===== config.mk =====
export PLATFORM = sky130hd
export DESIGN_NAME = tex_category_tokenizer_flat
export DESIGN_NICKNAME = d
export VERILOG_FILES = /design/src/tct_pkg.sv /design/src/tct_stream_if.sv /design/src/tct_front.sv /design/src/tct_queue.sv /design/src/tct_back.sv /design/src/tex_category_tokenizer.sv /design/src/flat_wrapper.sv
export SDC_FILE = /design/constraint.sdc
export NUM_CORES = 2
export LEC_CHECK = 0
export BUFFER_PORTS_ARGS = -buffer_cell sky130_fd_sc_hd__buf_4
export CORE_ASPECT_RATIO = 1.75
export CORE_UTILIZATION = 63
export CTS_CLUSTER_SIZE = 12
export DETAILED_ROUTE_END_ITERATION = 12
export GPL_TIMING_DRIVEN = 1
export MAX_ROUTING_LAYER = met4
export PLACE_DENSITY_LB_ADDON = 0.08
export SKIP_CTS_REPAIR_TIMING = 1
export SLEW_MARGIN = 5
export SYNTH_ARGS = -nofsm -noshare
export SYNTH_HDL_FRONTEND = slang
export SYNTH_SLANG_ARGS = --single-unit

===== constraint.sdc =====
create_clock -name clk -period 4.9 [get_ports clk]
set_input_delay 0.98 -clock clk [delete_from_list [all_inputs] [get_ports clk]]
set_output_delay 0.98 -clock clk [all_outputs]
set_load 0.1 [all_outputs]

===== src/tct_pkg.sv =====
// ----------------------------------------------------------------------------
// tct_pkg
// shared types, codes and the power-up category table of the tokenizer
// ----------------------------------------------------------------------------
package tct_pkg;

    localparam int LINE_BITS_DEFAULT = 24;
    localparam int LINE_NUM_W        = 24;
    localparam int QUEUE_DEPTH       = 4;

    // input commands
    typedef enum logic [1:0] {
        CMD_BYTE  = 2'd0,
        CMD_WRITE = 2'd1,
        CMD_END   = 2'd2
    } cmd_t;

    // token kinds
    typedef enum logic [1:0] {
        KIND_CHAR      = 2'd0,
        KIND_NAME      = 2'd1,
        KIND_PARAGRAPH = 2'd2,
        KIND_ERROR     = 2'd3
    } kind_t;

    // category codes
    localparam logic [3:0] CAT_ESCAPE      = 4'd0;
    localparam logic [3:0] CAT_BEGIN_GROUP = 4'd1;
    localparam logic [3:0] CAT_END_GROUP   = 4'd2;
    localparam logic [3:0] CAT_MATH        = 4'd3;
    localparam logic [3:0] CAT_ALIGN       = 4'd4;
    localparam logic [3:0] CAT_NEWLINE     = 4'd5;
    localparam logic [3:0] CAT_PARAMETER   = 4'd6;
    localparam logic [3:0] CAT_SUPER       = 4'd7;
    localparam logic [3:0] CAT_SUB         = 4'd8;
    localparam logic [3:0] CAT_IGNORE      = 4'd9;
    localparam logic [3:0] CAT_SPACE       = 4'd10;
    localparam logic [3:0] CAT_LETTER      = 4'd11;
    localparam logic [3:0] CAT_OTHER       = 4'd12;
    localparam logic [3:0] CAT_ACTIVE      = 4'd13;
    localparam logic [3:0] CAT_COMMENT     = 4'd14;

    // scanner modes
    typedef enum logic [2:0] {
        SM_NORMAL      = 3'd0,
        SM_AFTER_NL    = 3'd1,
        SM_ESCAPE      = 3'd2,
        SM_NAME        = 3'd3,
        SM_SKIP        = 3'd4,
        SM_COMMENT     = 3'd5,
        SM_COMMENT_END = 3'd6,
        SM_NAME_FIRST  = 3'd7
    } scan_mode_t;

    typedef struct packed {
        logic [1:0] command;
        logic [7:0] byte_req;
        logic [3:0] category;
    } src_item_t;

    typedef struct packed {
        logic [1:0]            kind;
        logic [7:0]            char_value;
        logic [3:0]            token_category;
        logic                  name_first;
        logic                  name_last;
        logic [LINE_NUM_W-1:0] line_number;
        logic                  last_of_run;
    } tok_item_t;

    // one token without line number or run mark
    typedef struct packed {
        logic [1:0] kind;
        logic [7:0] char_value;
        logic [3:0] token_category;
        logic       name_first;
        logic       name_last;
    } tok_res_t;

    // queue entry: all tokens of one input beat
    typedef struct packed {
        logic                  two;
        tok_res_t              res0;
        tok_res_t              res1;
        logic [LINE_NUM_W-1:0] line_number;
    } q_entry_t;

    typedef struct packed {
        logic full;
        logic empty;
    } q_status_t;

    // power-up contents of the category table
    function automatic logic [3:0] default_category(input logic [7:0] b);
        logic [3:0] c;
        case (b)
            8'h5c:        c = CAT_ESCAPE;
            8'h7b:        c = CAT_BEGIN_GROUP;
            8'h7d:        c = CAT_END_GROUP;
            8'h24:        c = CAT_MATH;
            8'h26:        c = CAT_ALIGN;
            8'h0a:        c = CAT_NEWLINE;
            8'h23:        c = CAT_PARAMETER;
            8'h5e:        c = CAT_SUPER;
            8'h5f:        c = CAT_SUB;
            8'h7f, 8'h0d: c = CAT_IGNORE;
            8'h20, 8'h09: c = CAT_SPACE;
            8'h7e:        c = CAT_ACTIVE;
            8'h25:        c = CAT_COMMENT;
            8'h40:        c = CAT_LETTER;
            default:
            begin
                if ((b >= 8'h61 && b <= 8'h7a) || (b >= 8'h41 && b <= 8'h5a))
                    c = CAT_LETTER;
                else
                    c = CAT_OTHER;
            end
        endcase
        return c;
    endfunction

endpackage


===== src/tct_stream_if.sv =====
// ----------------------------------------------------------------------------
// tct_stream_if
// valid/ready stream channel carrying one payload struct per beat
// ----------------------------------------------------------------------------
interface tct_stream_if #(
    parameter type payload_t = tct_pkg::tok_item_t
);
    logic     valid;
    logic     ready;
    payload_t payload;

    modport source (output valid, output payload, input ready);
    modport sink   (input valid, input payload, output ready);
endinterface


===== src/tct_front.sv =====
// ----------------------------------------------------------------------------
// tct_front
// accepts beats, looks up the category table and runs the scanner state
// ----------------------------------------------------------------------------
module tct_front #(
    parameter int LINE_BITS = tct_pkg::LINE_BITS_DEFAULT
) (
    input  logic                 clk,
    input  logic                 rst_n,
    tct_stream_if.sink           src,
    input  tct_pkg::q_status_t   qs,
    output logic                 push,
    output tct_pkg::q_entry_t    push_data
);
    localparam logic [7:0] NL_CHAR    = 8'd10;
    localparam int         LINE_EXT_W = (LINE_BITS > tct_pkg::LINE_NUM_W) ?
                                        LINE_BITS : tct_pkg::LINE_NUM_W;

    // category table storage and per-entry written marks
    logic [3:0]   cat_mem [256];
    logic [255:0] cat_set_reg;

    logic                    s1_vld_reg;
    logic [1:0]              s1_cmd_reg;
    logic [7:0]              s1_byte_reg;
    logic [3:0]              rd_cat_reg;
    logic                    rd_set_reg;

    tct_pkg::scan_mode_t     mode_reg, mode_next;
    logic [7:0]              held_reg, held_next;
    logic [LINE_BITS-1:0]    line_reg, line_next;
    logic [LINE_EXT_W-1:0]   line_ext;

    logic                    src_acc;
    logic                    s1_go;
    logic                    is_byte, is_end;
    logic [3:0]              cat;
    logic                    is_nl, is_letter;
    logic                    norm_emit, skip_emit, skip_is;
    tct_pkg::scan_mode_t     norm_next, skip_next;
    tct_pkg::tok_res_t       norm_res, res0, res1;
    logic [1:0]              out_cnt;

    function automatic tct_pkg::tok_res_t mk(input logic [1:0] k, input logic [7:0] ch,
                                             input logic [3:0] c, input logic f,
                                             input logic l);
        tct_pkg::tok_res_t r;
        r.kind           = k;
        r.char_value     = ch;
        r.token_category = c;
        r.name_first     = f;
        r.name_last      = l;
        return r;
    endfunction

    assign s1_go     = s1_vld_reg && !qs.full;
    assign src.ready = !s1_vld_reg || s1_go;
    assign src_acc   = src.valid && src.ready;

    // table write and registered lookup
    always_ff @(posedge clk)
    begin
        if (src_acc)
        begin
            if (src.payload.command == tct_pkg::CMD_WRITE)
                cat_mem[src.payload.byte_req] <= src.payload.category;
            rd_cat_reg  <= cat_mem[src.payload.byte_req];
            rd_set_reg  <= cat_set_reg[src.payload.byte_req];
            s1_cmd_reg  <= src.payload.command;
            s1_byte_reg <= src.payload.byte_req;
        end
    end

    always_ff @(posedge clk or negedge rst_n)
    begin
        if (!rst_n)
        begin
            cat_set_reg <= '0;
            s1_vld_reg  <= 1'b0;
        end
        else
        begin
            if (src_acc && src.payload.command == tct_pkg::CMD_WRITE)
                cat_set_reg[src.payload.byte_req] <= 1'b1;
            if (src_acc)
                s1_vld_reg <= 1'b1;
            else if (s1_go)
                s1_vld_reg <= 1'b0;
        end
    end

    assign cat       = rd_set_reg ? rd_cat_reg : tct_pkg::default_category(s1_byte_reg);
    assign is_byte   = (s1_cmd_reg == tct_pkg::CMD_BYTE);
    assign is_end    = (s1_cmd_reg == tct_pkg::CMD_END);
    assign is_nl     = (cat == tct_pkg::CAT_NEWLINE);
    assign is_letter = (cat == tct_pkg::CAT_LETTER);

    // plain scanning of one byte, and the variant that swallows blanks
    always_comb
    begin
        norm_emit = !(is_nl || cat == tct_pkg::CAT_ESCAPE || cat == tct_pkg::CAT_IGNORE);
        norm_res  = mk(tct_pkg::KIND_CHAR, s1_byte_reg, cat, 1'b0, 1'b0);
        if (is_nl)
            norm_next = tct_pkg::SM_AFTER_NL;
        else if (cat == tct_pkg::CAT_ESCAPE)
            norm_next = tct_pkg::SM_ESCAPE;
        else if (cat == tct_pkg::CAT_COMMENT)
            norm_next = tct_pkg::SM_COMMENT;
        else if (cat == tct_pkg::CAT_SUPER || cat == tct_pkg::CAT_SUB)
            norm_next = tct_pkg::SM_SKIP;
        else
            norm_next = tct_pkg::SM_NORMAL;
        skip_is   = (cat == tct_pkg::CAT_SPACE) || is_nl;
        skip_emit = !skip_is && norm_emit;
        skip_next = skip_is ? tct_pkg::SM_SKIP : norm_next;
    end

    // next mode
    always_comb
    begin
        mode_next = mode_reg;
        if (is_byte)
        begin
            case (mode_reg)
                tct_pkg::SM_AFTER_NL:
                    mode_next = is_nl ? tct_pkg::SM_NORMAL : norm_next;
                tct_pkg::SM_ESCAPE:
                    mode_next = is_letter ? tct_pkg::SM_NAME_FIRST : tct_pkg::SM_NORMAL;
                tct_pkg::SM_NAME, tct_pkg::SM_NAME_FIRST:
                    mode_next = is_letter ? tct_pkg::SM_NAME : skip_next;
                tct_pkg::SM_SKIP:
                    mode_next = skip_next;
                tct_pkg::SM_COMMENT:
                    mode_next = is_nl ? tct_pkg::SM_COMMENT_END : tct_pkg::SM_COMMENT;
                tct_pkg::SM_COMMENT_END:
                    mode_next = is_nl ? tct_pkg::SM_NORMAL : norm_next;
                default:
                    mode_next = norm_next;
            endcase
        end
        else if (is_end)
            mode_next = tct_pkg::SM_NORMAL;
    end

    // tokens of this beat
    always_comb
    begin
        out_cnt   = 2'd0;
        res0      = '0;
        res1      = '0;
        held_next = held_reg;
        if (is_byte)
        begin
            case (mode_reg)
                tct_pkg::SM_AFTER_NL:
                begin
                    out_cnt = 2'd1;
                    if (is_nl)
                        res0 = mk(tct_pkg::KIND_PARAGRAPH, 8'd0, 4'd0, 1'b0, 1'b0);
                    else
                    begin
                        res0 = mk(tct_pkg::KIND_CHAR, NL_CHAR, tct_pkg::CAT_NEWLINE,
                                  1'b0, 1'b0);
                        res1 = norm_res;
                        if (norm_emit)
                            out_cnt = 2'd2;
                    end
                end
                tct_pkg::SM_ESCAPE:
                begin
                    if (is_letter)
                        held_next = s1_byte_reg;
                    else
                    begin
                        out_cnt = 2'd1;
                        res0    = mk(tct_pkg::KIND_NAME, s1_byte_reg, 4'd0, 1'b1, 1'b1);
                    end
                end
                tct_pkg::SM_NAME, tct_pkg::SM_NAME_FIRST:
                begin
                    out_cnt = 2'd1;
                    res0    = mk(tct_pkg::KIND_NAME, held_reg, 4'd0,
                                 mode_reg == tct_pkg::SM_NAME_FIRST, !is_letter);
                    if (is_letter)
                        held_next = s1_byte_reg;
                    else
                    begin
                        res1 = norm_res;
                        if (skip_emit)
                            out_cnt = 2'd2;
                    end
                end
                tct_pkg::SM_SKIP:
                begin
                    res0 = norm_res;
                    if (skip_emit)
                        out_cnt = 2'd1;
                end
                tct_pkg::SM_COMMENT:
                begin
                    out_cnt = 2'd1;
                    res0    = mk(tct_pkg::KIND_CHAR, s1_byte_reg,
                                 is_nl ? tct_pkg::CAT_NEWLINE : tct_pkg::CAT_LETTER,
                                 1'b0, 1'b0);
                end
                tct_pkg::SM_COMMENT_END:
                begin
                    if (is_nl)
                    begin
                        out_cnt = 2'd1;
                        res0    = mk(tct_pkg::KIND_PARAGRAPH, 8'd0, 4'd0, 1'b0, 1'b0);
                    end
                    else
                    begin
                        res0 = norm_res;
                        if (norm_emit)
                            out_cnt = 2'd1;
                    end
                end
                default:
                begin
                    res0 = norm_res;
                    if (norm_emit)
                        out_cnt = 2'd1;
                end
            endcase
        end
        else if (is_end)
        begin
            case (mode_reg)
                tct_pkg::SM_AFTER_NL:
                begin
                    out_cnt = 2'd1;
                    res0    = mk(tct_pkg::KIND_CHAR, NL_CHAR, tct_pkg::CAT_NEWLINE,
                                 1'b0, 1'b0);
                end
                tct_pkg::SM_ESCAPE:
                begin
                    out_cnt = 2'd1;
                    res0    = mk(tct_pkg::KIND_ERROR, 8'd0, 4'd0, 1'b0, 1'b0);
                end
                tct_pkg::SM_NAME_FIRST:
                begin
                    out_cnt = 2'd1;
                    res0    = mk(tct_pkg::KIND_NAME, held_reg, 4'd0, 1'b1, 1'b1);
                end
                tct_pkg::SM_NAME:
                begin
                    out_cnt = 2'd1;
                    res0    = mk(tct_pkg::KIND_NAME, held_reg, 4'd0, 1'b0, 1'b1);
                end
                default:
                    out_cnt = 2'd0;
            endcase
        end
    end

    // saturating line counter
    always_comb
    begin
        line_next = line_reg;
        if (is_byte && is_nl && line_reg != {LINE_BITS{1'b1}})
            line_next = line_reg + 1'b1;
    end

    assign line_ext = LINE_EXT_W'(line_next);

    always_ff @(posedge clk or negedge rst_n)
    begin
        if (!rst_n)
        begin
            mode_reg <= tct_pkg::SM_NORMAL;
            held_reg <= 8'd0;
            line_reg <= '0;
        end
        else if (s1_go)
        begin
            mode_reg <= mode_next;
            held_reg <= held_next;
            line_reg <= line_next;
        end
    end

    assign push                  = s1_go && (out_cnt != 2'd0);
    assign push_data.two         = (out_cnt == 2'd2);
    assign push_data.res0        = res0;
    assign push_data.res1        = res1;
    assign push_data.line_number = line_ext[tct_pkg::LINE_NUM_W-1:0];

endmodule


===== src/tct_queue.sv =====
// ----------------------------------------------------------------------------
// tct_queue
// short fifo of token groups between scanner and output side
// ----------------------------------------------------------------------------
module tct_queue (
    input  logic               clk,
    input  logic               rst_n,
    input  logic               push,
    input  tct_pkg::q_entry_t  push_data,
    input  logic               pop,
    output tct_pkg::q_entry_t  head,
    output tct_pkg::q_status_t qs
);
    localparam int DEPTH = tct_pkg::QUEUE_DEPTH;
    localparam int PTR_W = (DEPTH > 1) ? $clog2(DEPTH) : 1;
    localparam int CNT_W = $clog2(DEPTH + 1);

    tct_pkg::q_entry_t entry_reg [DEPTH];
    logic [PTR_W-1:0]  wr_ptr_reg, rd_ptr_reg;
    logic [CNT_W-1:0]  count_reg;
    logic              do_push, do_pop;

    assign qs.full  = (count_reg == CNT_W'(DEPTH));
    assign qs.empty = (count_reg == '0);
    assign do_push  = push && !qs.full;
    assign do_pop   = pop && !qs.empty;
    assign head     = entry_reg[rd_ptr_reg];

    always_ff @(posedge clk)
    begin
        if (do_push)
            entry_reg[wr_ptr_reg] <= push_data;
    end

    always_ff @(posedge clk or negedge rst_n)
    begin
        if (!rst_n)
        begin
            wr_ptr_reg <= '0;
            rd_ptr_reg <= '0;
            count_reg  <= '0;
        end
        else
        begin
            if (do_push)
                wr_ptr_reg <= (wr_ptr_reg == PTR_W'(DEPTH - 1)) ? '0 : wr_ptr_reg + 1'b1;
            if (do_pop)
                rd_ptr_reg <= (rd_ptr_reg == PTR_W'(DEPTH - 1)) ? '0 : rd_ptr_reg + 1'b1;
            if (do_push && !do_pop)
                count_reg <= count_reg + 1'b1;
            else if (do_pop && !do_push)
                count_reg <= count_reg - 1'b1;
        end
    end

endmodule


===== src/tct_back.sv =====
// ----------------------------------------------------------------------------
// tct_back
// sends the tokens of each queued group one beat at a time
// ----------------------------------------------------------------------------
module tct_back (
    input  logic               clk,
    input  logic               rst_n,
    input  tct_pkg::q_entry_t  head,
    input  tct_pkg::q_status_t qs,
    output logic               pop,
    tct_stream_if.source       tok
);
    logic              sub_reg, sub_next;
    logic              last;
    logic              tok_acc;
    tct_pkg::tok_res_t res;

    assign last      = !head.two || sub_reg;
    assign res       = sub_reg ? head.res1 : head.res0;
    assign tok.valid = !qs.empty;
    assign tok_acc   = tok.valid && tok.ready;
    assign pop       = tok_acc && last;

    assign tok.payload.kind           = res.kind;
    assign tok.payload.char_value     = res.char_value;
    assign tok.payload.token_category = res.token_category;
    assign tok.payload.name_first     = res.name_first;
    assign tok.payload.name_last      = res.name_last;
    assign tok.payload.line_number    = head.line_number;
    assign tok.payload.last_of_run    = last;

    always_comb
    begin
        sub_next = sub_reg;
        if (tok_acc)
            sub_next = !last;
    end

    always_ff @(posedge clk or negedge rst_n)
    begin
        if (!rst_n)
            sub_reg <= 1'b0;
        else
            sub_reg <= sub_next;
    end

endmodule


===== src/tex_category_tokenizer.sv =====
// ----------------------------------------------------------------------------
// tex_category_tokenizer
// TeX source tokenizer with writable category table
// ----------------------------------------------------------------------------
//
//  channel  dir  fields                                           per beat
//  -------  ---  -----------------------------------------------  ----------------
//  src      in   command, byte_req, category                      byte/write/end
//  tok      out  kind, char_value, token_category, name_first,    one token
//                name_last, line_number, last_of_run
//
//  one input beat per cycle while the queue is not full; a beat's first token
//  reaches tok through the table read register, then the queue
//  a beat producing two tokens holds the output side for both of its token
//  beats, the four entry queue lets the input side run on meanwhile
//  reset clears scanner mode, held name byte, line count and the table's
//  written marks, so every entry reads its power-up category at once: no
//  clearing pass
//  a full queue stalls the scanner stage, which in turn drops src.ready
//
module tex_category_tokenizer #(
    parameter int LINE_BITS = tct_pkg::LINE_BITS_DEFAULT
) (
    input  logic         clk,
    input  logic         rst_n,
    tct_stream_if.sink   src,
    tct_stream_if.source tok
);
    // scanner to queue push
    logic               push;
    tct_pkg::q_entry_t  push_data;
    // queue head to output side
    logic               pop;
    tct_pkg::q_entry_t  head;
    tct_pkg::q_status_t qs;

    // front: table lookup, scanner state machine, line counter
    tct_front #(
        .LINE_BITS (LINE_BITS)
    ) u_front (
        .clk       (clk),
        .rst_n     (rst_n),
        .src       (src),
        .qs        (qs),
        .push      (push),
        .push_data (push_data)
    );

    // decoupling queue, one entry per input beat with tokens
    tct_queue u_queue (
        .clk       (clk),
        .rst_n     (rst_n),
        .push      (push),
        .push_data (push_data),
        .pop       (pop),
        .head      (head),
        .qs        (qs)
    );

    // back: splits a group into single token beats
    tct_back u_back (
        .clk   (clk),
        .rst_n (rst_n),
        .head  (head),
        .qs    (qs),
        .pop   (pop),
        .tok   (tok)
    );

endmodule


===== src/flat_wrapper.sv =====
// flat-port wrapper written by rule: the top's interface ports become plain ports
module tex_category_tokenizer_flat import tct_pkg::*;
#(
    parameter int LINE_BITS = tct_pkg::LINE_BITS_DEFAULT
)
  (clk, rst_n, src_valid, src_payload, src_ready, tok_valid, tok_payload, tok_ready);
  tct_stream_if #(.payload_t(src_item_t)) src_i ();
  tct_stream_if #(.payload_t(tok_item_t)) tok_i ();
  input  logic clk;
  input  logic rst_n;
  input wire logic [$bits(src_i.valid)-1:0] src_valid;
  input wire logic [$bits(src_i.payload)-1:0] src_payload;
  output wire logic [$bits(src_i.ready)-1:0] src_ready;
  output wire logic [$bits(tok_i.valid)-1:0] tok_valid;
  output wire logic [$bits(tok_i.payload)-1:0] tok_payload;
  input wire logic [$bits(tok_i.ready)-1:0] tok_ready;
  assign src_i.valid = src_valid;
  assign src_i.payload = src_payload;
  assign src_ready = src_i.ready;
  assign tok_valid = tok_i.valid;
  assign tok_payload = tok_i.payload;
  assign tok_i.ready = tok_ready;
  tex_category_tokenizer #(.LINE_BITS(LINE_BITS)) u_core (.clk(clk), .rst_n(rst_n), .src(src_i), .tok(tok_i));
endmodule

==> results.py <==
metrics = {
    "run_status": {
        "status": "finished, final reports clean",
    },
    "setup_path": {
        "r2r-start": "u_core.u_front.s1_byte_reg[6]$_DFFE_PP_",
        "endpoint_kind": "register",
        "crit_chain": "or4_1 > a2111oi_0 > nor2_1 > o21ai_0 > o32ai_4 > xnor2_1 > a31o_1 > a211oi_2 > o32ai_4 > and2_2 > buf_12",
        "crit_buf_inv": 1,
        "slowest_delay_ns": 0.81,
        "required_ns": 5.35,
        "arrival_ns": 5.12,
        "crit_fanout": 28,
        "cp-start-kind": "register",
        "cp_common_cell": "o32ai_4",
        "crit_family": "compound AO/OA/AOI/OAI gates",
        "slowest_stage": "a2111oi_0",
        "critical_path_class": "register to register",
        "crit_path_start": "u_core.u_front.s1_byte_reg[6]$_DFFE_PP_",
    },
    "timing": {
        "rsz0062_at_grt": "yes",
        "slew_viol_final": 0,
        "timing.setup.tns_ns": 0,
        "tightest_slew_ns": 1.20,
        "skew_ns": 0.0317,
        "period_needed_ns": 4.67,
        "setup_viol": 0,
        "slew_headroom": 0.197,
        "timing.final.crit_share": 0.954,
        "finalHoldViolCount": 0,
        "fin_ws_ns": 0.225,
        "max_clock_freq_mhz": 214,
    },
    "clocking": {
        "cts.sinks": 1551,
        "insertion_delay_ns": 0.78,
        "cts_max_level": 4,
        "numCtsBuffers": 149,
        "path_clk_slew_ns": 0.06,
        "tritoncts": "built",
        "cts-root-buf": "clkbuf_16",
        "cts_buffer_depth": 3,
    },
    "grt": {
        "grt_usage": 0.313,
        "grt_overflow_total": 0,
        "grt_pass1_vias": 33200,
        "grt_max_degree": 137,
        "grt_first_pass_wirelength_mm": 217,
        "antenna_found_initial": 2,
    },
    "place": {
        "port_buffers": 60,
        "place_inst": 4527,
        "dp_slack_ns": 0.244,
        "dp_hpwl_mm": 93.3,
        "gp_congestion": 0.895,
    },
    "die": {
        "io-pin-count": 61,
        "die_w_microns": 240,
        "fp.dieH_microns": 418,
        "die_area_sq_mm": 0.100,
        "start_util": 0.635,
        "core_area_sq_mm": 0.0981,
        "row_count": 152,
    },
    "route": {
        "route.detailed.drc": 0,
        "drt_iter0_markers": 2864,
        "vias": 31400,
        "wl_per_cell_microns": 30.3,
        "postRouteAntennaNets": 0,
        "drtPass1Iterations": 7,
        "routed_wl_mm": 145,
        "avgViaCountPerCell": 6.54,
    },
    "synth": {
        "ys.flop_type": "edfxtp_1",
        "synth_edf_count": 1251,
        "async_reset_ff_frac": 0.193,
        "synth.yosys.seq_area_share": 0.723,
        "ys_seq_elements": 1551,
        "synth_area_leader_cell": "edfxtp_1",
        "synth_nets": 3247,
        "avgSynthCellArea_sq_um": 19.4,
        "yosysUniqueCellTypes": 85,
        "synth.top_cell.area_share": 0.603,
        "synth_area_sq_mm": 0.0623,
        "synthCells": 3221,
        "yosysWarnings": 0,
        "synthTopCellsByArea": "edfxtp_1 60%, mux4_2 17%, dfrtp_1 12%, or2_2 2.6%, nor2_1 1.9%",
    },
    "power": {
        "ir_drop_mv": 0.548,
        "p_total_uw": 30400,
        "leakagePower_uw": 0.0246,
        "power_density_mw_per_mm2": 437,
    },
    "cells_and_area": {
        "nFillCells": 6065,
        "largest_register_ffs": 1024,
        "nets": 3395,
        "area_delta_synth_final_pct": 11.4,
        "post-route-util": 0.707,
        "drive_gt1_frac": 0.325,
        "finalNonFillerCells": 4800,
    },
    "min_path": {
        "hold_class": "input port to asynchronous set/reset pin",
    },
    "job": {
        "cap_violations": 0,
    },
}
-- synth_stat cells (all sizes together), types with 17 or more instances --
cell type	number
a21oi	28
buf	70
clkbuf	113
dfrtp	300
edfxtp	1251
inv	17
mux2	31
mux4	463
nand2	72
nand3	34
nor2	315
nor3	29
o21ai	19
or2	258
xnor2	23
xor2	31
-- worst register-to-register path, cell delays in order (launching register included) --
cell and delay, ns:
edfxtp_1 0.51, or4_1 0.57, a2111oi_0 0.81, nor2_1 0.07, o21ai_0 0.18, o32ai_4 0.14, xnor2_1 0.28, a31o_1 0.24
a211oi_2 0.07, o32ai_4 0.44, and2_2 0.74, buf_12 0.28
-- worst paths after layout --
| path | endpoint | cells after the start | slack (ns) |
|---|---|---|---|
| worst min-delay path | u_core.u_front.cat_set_reg[101]$_DFFE_PN0P_ | 1 | 0.24 |
| worst max-delay path | u_core.u_queue.entry_reg[2][3]$_DFFE_PP_ | 11 | 0.23 |
| min in group clk | u_core.u_front.s1_cmd_reg[0]$_DFFE_PP_ | 1 | 0.42 |
| worst min register to register | u_core.u_front.cat_set_reg[55]$_DFFE_PN0P_ | 1 | 0.46 |
| max in group asynchronous | u_core.u_front.cat_set_reg[241]$_DFFE_PN0P_ | 2 | 3.63 |
| worst max register to register | u_core.u_queue.entry_reg[2][3]$_DFFE_PP_ | 11 | 0.23 |
-- kinds of logic (layout without fill, tap and decap cells) --
family,after synthesis,after routing,synth area share
flip-flops,1551,1551,0.723
AND/OR/NAND/NOR,792,792,0.0657
multiplexers,503,503,0.174
buffers and inverters,201,468,0.0133
AO/OA/AOI/OAI,112,112,0.0144
XOR/XNOR,54,54,0.00759
adder cells (fa/ha/maj),8,8,0.00173
other,0,3,0
-- metrics by stage --
| step | hold WS [ns] | instance area [sq um] |
|---|---|---|
| floorplan | 0.434 | 62300 |
| global placement | 0.444 | 65000 |
| detailed placement | 0.448 | 65000 |
| CTS | 0.242 | 69400 |
| global route | 0.274 | 69400 |
| finish | 0.239 | 69400 |
-- cells in the final DEF, fill, tap and decap left out, types with 7 or more instances in the layout --
| master | count |
|---|---|
| and3_1 | 7 |
| dfrtp_1 | 298 |
| nand2b_1 | 10 |
| nand4_1 | 12 |
| o21ai_0 | 19 |
| nor3_2 | 7 |
| mux2i_1 | 9 |
| xnor2_1 | 23 |
| nand2_1 | 70 |
| or2_2 | 258 |
| edfxtp_1 | 1251 |
| ha_1 | 7 |
| a21oi_1 | 27 |
| buf_12 | 28 |
| clkbuf_16 | 156 |
| nor2_1 | 314 |
| clkbuf_1 | 105 |
| nor3_1 | 22 |
| buf_4 | 144 |
| mux4_2 | 463 |
| nor2b_1 | 14 |
| xor2_1 | 31 |
| inv_1 | 16 |
| nand3_1 | 33 |
| mux2_2 | 25 |
-- per-layer routing --
layer / up-vias / GRT usage / share of wire
li1: 13000 / - / -
met1: 16700 / 0.368 / 0.35
met2: 1311 / 0.531 / 0.54
met3: 300 / 0.0513 / 0.063
met4: 0 / 0.137 / 0.046
met5: - / - / 0
-- final cells by class --
class | count | area [sq um] | area share
repair buffers | 180 | 1740 | 0.0251
clock inverters | 8 | 130 | 0.00187
multi-input cells | 1469 | 16400 | 0.237
diodes | 3 | 7.51 | 0.000108
clock buffers | 262 | 4310 | 0.0621
flip-flops and latches | 1551 | 45100 | 0.649
well taps | 1309 | 1640 | 0.0236
inverters | 18 | 67.6 | 0.000973
-- power breakdown --
group	total (uW)	internal (uW)	switching [uW]
Clock	10800	6090	4710
Combinational	4660	1500	3160
Sequential	14900	14600	316
Total	30400	22200	8190
(Power assumes the default switching activity.)
